### config.mk
export PLATFORM = sky130hd
export DESIGN_NAME = dq_ctrl
export DESIGN_NICKNAME = d
export VERILOG_FILES = /design/src/dq_pkg.sv /design/src/dq_ctrl.sv
export SDC_FILE = /design/constraint.sdc
export NUM_CORES = 1
export LEC_CHECK = 0
export BUFFER_PORTS_ARGS = -buffer_cell sky130_fd_sc_hd__buf_4
export CAP_MARGIN = 20
export CORE_AREA = 2 2 39 41
export CTS_CLUSTER_DIAMETER = 120
export DETAILED_ROUTE_END_ITERATION = 8
export DIE_AREA = 0 0 41 43
export SLEW_MARGIN = 0
export SYNTH_ARGS = -nofsm -noshare
export SYNTH_HDL_FRONTEND = slang
export SYNTH_SLANG_ARGS = --single-unit
### constraint.sdc
create_clock -name clk -period 1.15 [get_ports clk]
set_clock_uncertainty 0.15 [all_clocks]
set_input_delay 0.1725 -clock clk [delete_from_list [all_inputs] [get_ports clk]]
set_output_delay 0.1725 -clock clk [all_outputs]
set_load 0.1 [all_outputs]
### src/dq_pkg.sv
`timescale 1ns / 1ps
// ----------------------------------------------------------------------------
// dq_pkg
// Shared types and constants for the double-ended queue.
// ----------------------------------------------------------------------------
package dq_pkg;

  localparam int DEPTH_DEF      = 1024;
  localparam int DATA_WIDTH_DEF = 32;
  localparam int REQ_W          = 3;
  localparam int WORD_W         = 32;
  localparam int STATUS_W       = 2;
  localparam int COUNT_W        = 11;

  typedef enum logic [REQ_W-1:0] {
    REQ_PUSH_FRONT = 3'd0,
    REQ_PUSH_BACK  = 3'd1,
    REQ_POP_FRONT  = 3'd2,
    REQ_POP_BACK   = 3'd3,
    REQ_PEEK       = 3'd4
  } dq_req_t;

  typedef enum logic [STATUS_W-1:0] {
    ST_OK    = 2'd0,
    ST_EMPTY = 2'd1,
    ST_FULL  = 2'd2
  } dq_status_t;

  typedef enum logic [3:0] {
    S_IDLE = 4'b0001,
    S_EXEC = 4'b0010,
    S_FILL = 4'b0100,
    S_DONE = 4'b1000
  } dq_state_t;

  typedef struct packed {
    logic load;
    logic exec;
    logic fill;
  } dq_cmd_t;

  typedef struct packed {
    logic fill_req;
  } dq_stat_t;

endpackage

### src/dq_ctrl.sv
`timescale 1ns / 1ps
// ----------------------------------------------------------------------------
// dq_ctrl
// Request sequencer: accept, execute, optional store refill, result strobe.
// ----------------------------------------------------------------------------
module dq_ctrl
  import dq_pkg::*;
(
  input  logic     clk,
  input  logic     rst_n,
  input  logic     start,
  output logic     busy,
  output logic     out_valid,
  output dq_cmd_t  cmd,
  input  dq_stat_t stat
);

  dq_state_t state_r, state_nxt;

  always_comb begin
    state_nxt = state_r;
    unique case (state_r)
      S_IDLE: if (start) state_nxt = S_EXEC;
      S_EXEC: state_nxt = stat.fill_req ? S_FILL : S_DONE;
      S_FILL: state_nxt = S_DONE;
      S_DONE: state_nxt = S_IDLE;
      default: state_nxt = S_IDLE;
    endcase
  end

  always_ff @(posedge clk) begin
    if (!rst_n) begin
      state_r <= S_IDLE;
    end else begin
      state_r <= state_nxt;
    end
  end

  assign busy      = (state_r != S_IDLE);
  assign out_valid = (state_r == S_DONE);
  assign cmd.load  = (state_r == S_IDLE) && start;
  assign cmd.exec  = (state_r == S_EXEC);
  assign cmd.fill  = (state_r == S_FILL);

endmodule

==> flow_summary_export.csv, run 1 <==
group,metric,value,unit
finish,multi_input_area,173.9,um^2
finish,final_common_cell,"buf_4",
clock_tree,cts_tree,"yes",
finish,top_regs,"state_r: 4 flops",
setup_path,arrival,1.24,ns
routing,ant_nets,0,
sta,slew_headroom,78.93,%
routing,routedWlPerCell,10.97,um
synthesis,ys_types,12,
setup_path,cp-end-kind,"output port",
synthesis,yosys_warnings,0,
die,die_width,41,um
sta,period_share,136.1,%
clock_tree,clockRootBuffer,"clkbuf_4",
setup_path,cpMostUsedCell,"buf_6",
finish,antenna_cells,0,
power_and_ir_drop,vdd_drop_max,0.0005894,V
synthesis,synth_area,214.0,um^2
setup_path,cp-start-kind,"register",
routing,detail_route.first_pass.iterations,2,
finish,fin_cells,59,
sta,period_needed,1.566,ns
clock_tree,clk_pin_slew,0.04,ns
setup_path,cpPeakStageDelay,0.35,ns
run,cap_violations,0,
setup_path,crit_chain,"buf_6 -> nor4b_4 -> buf_6",
setup_path,rrSetupSlack,-0.08,ns
power_and_ir_drop,p_per_area,987.9,nW/um^2
global_route,grt_pass1_vias,262,
finish,fillers,142,
die,dieArea,1763,um^2
synthesis,seq_area_frac_synth,37.43,%
clock_tree,htree_levels,1,
routing,dr_total_vias,241,
die,num_rows,14,
power_and_ir_drop,total_leakage_power,0.0002484,uW
routing,drt-total-wl,647,um
finish,finalNetCount,49,
die,initial_core_util,15.46,%
clock_tree,cts_hold_buf,0,
synthesis,synth.avg_cell_area,10.19,um^2
finish,area_growth,142.7,%
clock_tree,insertion_delay,0.23,ns
placement,gp_congestion,0.8120,
finish,largest_reg_flops,4,
global_route,grt_pass1_wl,1.104,mm
global_route,overflow,0,
setup_path,worstPathMaxFanout,4,
clock_tree,cts_buffers,3,
placement,io_buffers,8,
die,core_area,1384,um^2
placement,dp_slack,-0.2932,ns
setup_path,critPathRequiredTime,0.83,ns
sta,drv_slew,0,
clock_tree,clockBufferDepth,2,
routing,via_per_inst,4.085,
finish,top_register,"state_r",
synthesis,syn_nets,25,
die,fp.dieH,43,um
synthesis,synth_cells,21,
finish,final_cell_area,519.2,um^2
finish,seq_area,92.59,um^2
global_route,antenna_found_initial,0,
clock_tree,cts.sinks,4,
setup_path,critPathKind,"reg -> out",
power_and_ir_drop,finalPower,513.0,uW
synthesis,synth-seq-cells,4,
placement,hpwl,453.2,um
status,status,"complete, but fails checks",
sta,rsz0062_at_grt,"true",
sta,setup_viol,7,
placement,dpl_cell_area,412.9,um^2
status,violations,"negative setup slack",
worst_hold_path,hold_class,"in -> reg",
global_route,global_route.usage.total,9.337,%
finish,layout_common_cells,"buf_4 (10), buf_6 (6)",
setup_path,cp_slowest_cell,"dfxtp_4",
sta,fmax,638.8,MHz
sta,max_slew.worst_pin.slew,0.3118,ns
sta,fin_hold_ws,0.03964,ns
sta,setup_slack,-0.4155,ns
routing,drc_errors,0,
die,io_pins,9,
routing,initialDrtViolationCount,1,
global_route,grt_start_max_net_pins,7,
sta,hold_viol_final,0,
finish,drive_gt1_share,76.74,%
placement,dp.cells,55,
[where the power goes]
| group | switching (uW) | internal [uW] | total, uW |
|---|---|---|---|
| clock network | 53.5 | 116 | 170 |
| logic | 103 | 90.1 | 193 |
| registers | 8.59 | 141 | 150 |
[cell type report]
type / count / share of cell area (%)
flip-flops and latches: 4 / 17.83
well taps: 16 / 3.855
clock buffers: 3 / 4.337
multi-input cells: 15 / 33.49
inverters: 2 / 1.446
repair buffers: 19 / 39.04
[final timing paths]
check                                             start                       to  depth (start not counted)
worst min-delay path                              rst_n  state_r[1]$_SDFFE_PN0P_                          2
worst min register to register  state_r[0]$_SDFFE_PN1P_  state_r[3]$_SDFFE_PN0P_                          3
worst max register to register  state_r[3]$_SDFFE_PN0P_  state_r[1]$_SDFFE_PN0P_                          4
worst max-delay path            state_r[3]$_SDFFE_PN0P_                   cmd[0]                          3
[per-layer routing]
layer / vias up / share of wire, % / track usage (%)
met1: 111 / 43 / 11.58
li1: 124 / - / -
met2: 6 / 52 / 13.13
met4: 0 / 0 / 6.000
met5: - / 0 / 0
met3: 0 / 4.8 / 3.141
[metrics by stage]
stage,utilization [%],TNS [ns]
3_5_place_dp,29.84,-1.160
2_1_floorplan,-,-2.117
4_1_cts,35.99,-2.035
3_3_place_gp,29.84,-1.105
5_1_grt,37.52,-2.492
6_report,37.52,-2.105
[kinds of logic (layout without fill, tap and decap cells)]
family | after synthesis | count (layout) | synth area share [%]
buffers and inverters | 2 | 24 | 3.510
AO/OA/AOI/OAI | 2 | 2 | 8.189
AND/OR/NAND/NOR | 13 | 13 | 50.88
flip-flops | 4 | 4 | 37.43
[critical path, delay by kind of cell (launching register included)]
| family | cells | cell delay (ns) |
|---|---|---|
| simple gates | 1 | 0.28 |
| flops | 1 | 0.35 |
| buf+inv | 2 | 0.39 |
[timing repair]
item	in CTS	in global routing
gates resized for setup	16	4
setup buffers	0	1
pin swaps	5	2
setup endpoints to repair	6	7
[synthesized netlist by cell type]
master    n  area (um^2)
dfxtp_1   4        80.08
nor2b_1   3        18.77
and3_1    2        12.51
inv_1     2        7.510
nor3b_1   2        15.01
nor4b_1   2        17.52
and2_2    1        7.510
nor3b_2   1        12.51
nor4b_2   1        15.01
nor4bb_1  1        10.01
o211a_1   1        10.01
o31ai_1   1        7.510
Power figures use the tool's default switching activity.
==> run 2, diff against run 1 <==
==> constraint.sdc (replaced) <==
create_clock -name clk -period 1.15 [get_ports clk]
set_clock_uncertainty 0.15 [all_clocks]
set_input_delay 0.0575 -clock clk [delete_from_list [all_inputs] [get_ports clk]]
set_output_delay 0.0575 -clock clk [all_outputs]
set_load 0.1 [all_outputs]
==> run 2 against run 1 <==
The run still ends with negative setup slack left. Total power rose by 8.6%. Via count increased by 11%. Clock power rose by 4%. Critical path depth stayed put. Register-to-register slack got worse by 0.03 ns. Sequential power is essentially flat. Highest routed layer is now met4.
==> flow_summary_export.csv, run 2 (synthesis gave the netlist of run 1 again) <==
group,metric,value,unit
status,status,"complete, but fails checks",
die,dieArea,1763,um^2
sta,setup_slack,-0.3028,ns
power_and_ir_drop,vdd_drop_max,0.0004920,V
placement,io_buffers,8,
sta,fin_tns_setup,-1.534,ns
routing,dr_total_vias,267,
placement,gp_congestion,0.7938,
routing,detail_route.first_pass.iterations,2,
clock_tree,cts_buffers,3,
global_route,antenna_found_initial,0,
sta,setup_viol,6,
finish,seq_area,90.09,um^2
die,io_pins,9,
sta,fin_hold_ws,0.1578,ns
finish,top_register,"state_r",
clock_tree,cts_tree,"yes",
setup_path,cp-start-kind,"register",
global_route,grt_start_max_net_pins,5,
setup_path,worstReg2RegStart,"state_r[1]$_SDFFE_PN0P_",
setup_path,cp-end-kind,"output port",
setup_path,critPathRequiredTime,0.94,ns
sta,hold_viol_final,0,
power_and_ir_drop,total_leakage_power,0.0002718,uW
global_route,overflow,0,
die,fp.dieH,43,um
finish,finalNetCount,53,
sta,rsz0062_at_grt,"true",
finish,antenna_cells,0,
worst_hold_path,min_from,"start",
finish,top_regs,"state_r: 4 flops",
power_and_ir_drop,p_per_area,955.9,nW/um^2
die,core_area,1384,um^2
routing,initialDrtViolationCount,2,
sta,fmax,688.3,MHz
routing,ant_nets,0,
routing,drt-total-wl,680,um
finish,largest_reg_flops,4,
finish,final_common_cell,"buf_4",
setup_path,worstReg2RegEnd,"state_r[1]$_SDFFE_PN0P_",
sta,slew_headroom,85.23,%
worst_hold_path,whs_endpoint,"state_r[0]$_SDFFE_PN1P_",
global_route,global_route.usage.total,9.829,%
setup_path,critPathKind,"reg -> out",
clock_tree,htree_levels,1,
finish,drive_gt1_share,78.72,%
finish,area_growth,172.5,%
sta,max_slew.worst_pin.slew,0.2205,ns
clock_tree,insertion_delay,0.24,ns
setup_path,arrival,1.25,ns
clock_tree,cts.sinks,4,
clock_tree,clockRootBuffer,"clkbuf_4",
placement,dp_slack,-0.1592,ns
die,die_width,41,um
finish,fillers,132,
die,num_rows,14,
clock_tree,clockBufferDepth,2,
sta,drv_slew,0,
status,violations,"negative setup slack",
sta,period_needed,1.453,ns
finish,layout_common_cells,"buf_4 (10), buf_6 (7)",
worst_hold_path,hold_class,"in -> reg",
finish,multi_input_area,198.9,um^2
routing,routedWlPerCell,10.79,um
routing,drc_errors,0,
global_route,grt_pass1_vias,270,
worst_hold_path,holdPathStages,3,
routing,via_per_inst,4.238,
sta,period_share,126.3,%
clock_tree,clk_pin_slew,0.04,ns
setup_path,rr_worst_depth,4,
run,cap_violations,0,
global_route,grt_pass1_wl,1.090,mm
setup_path,rrSetupSlack,-0.11,ns
setup_path,worstPathMaxFanout,4,
die,initial_core_util,15.46,%
==> run 2: cell type report <==
cell class                 instances  area share, %
clock buffer                       3          3.863
inverter                           2          1.288
multi-input combinational         15          34.12
sequential                         4          15.45
tap                               16          3.433
timing repair buffer              23          41.85
==> run 2: routing by layer <==
layer  vias up  routed length (um)  track usage [%]
met5         -                   0                0
met4         0                  26            12.00
met3         4                  24            1.571
met2         8                 327            12.50
met1       123                 302            11.86
li1        132                   -                -
==> run 2: stage by stage <==
| step | total power, uW | cell area (um^2) | cells | util, % |
|---|---|---|---|---|
| after global routing | 582.6 | 583.1 | 63 | 42.13 |
| after floorplan | 255.0 | 257.7 | 21 | - |
| final | 557.3 | 583.1 | 63 | 42.13 |
| after global placement | 305.3 | 405.4 | 54 | 29.29 |
| after detailed placement | 305.5 | 405.4 | 54 | 29.29 |
| after CTS | 529.4 | 530.5 | 61 | 38.34 |
==> run 2: report_power, final <==
part           internal [uW]  switching, uW
sequential               144           8.74
clock                    117           60.2
combinational            116            111
total                    377            180
==> run 2: what timing repair did <==
item,CTS,global route
endpoints found under the hold margin,2,0
pin swaps,3,4
gates cloned,0,0
setup endpoints to repair,6,7
resized for setup,16,8
setup buffers,1,2
hold buffers,3,0
==> run 2: worst max-delay path by stage <==
stage,end,start,depth (start not counted)
final,cmd[0],state_r[1]$_SDFFE_PN0P_,3
after global routing,out_valid,state_r[1]$_SDFFE_PN0P_,3
after CTS,cmd[0],state_r[1]$_SDFFE_PN0P_,3
after detailed placement,cmd[2],state_r[2]$_SDFFE_PN0P_,3
after global placement,cmd[2],state_r[2]$_SDFFE_PN0P_,3
after floorplan,out_valid,state_r[2]$_SDFFE_PN0P_,1
==> run 2: worst max-delay path, cell delays in order (launching register included) <==
cell     delay [ns]
dfxtp_4        0.35
buf_6          0.13
nor4b_4        0.27
buf_6          0.26
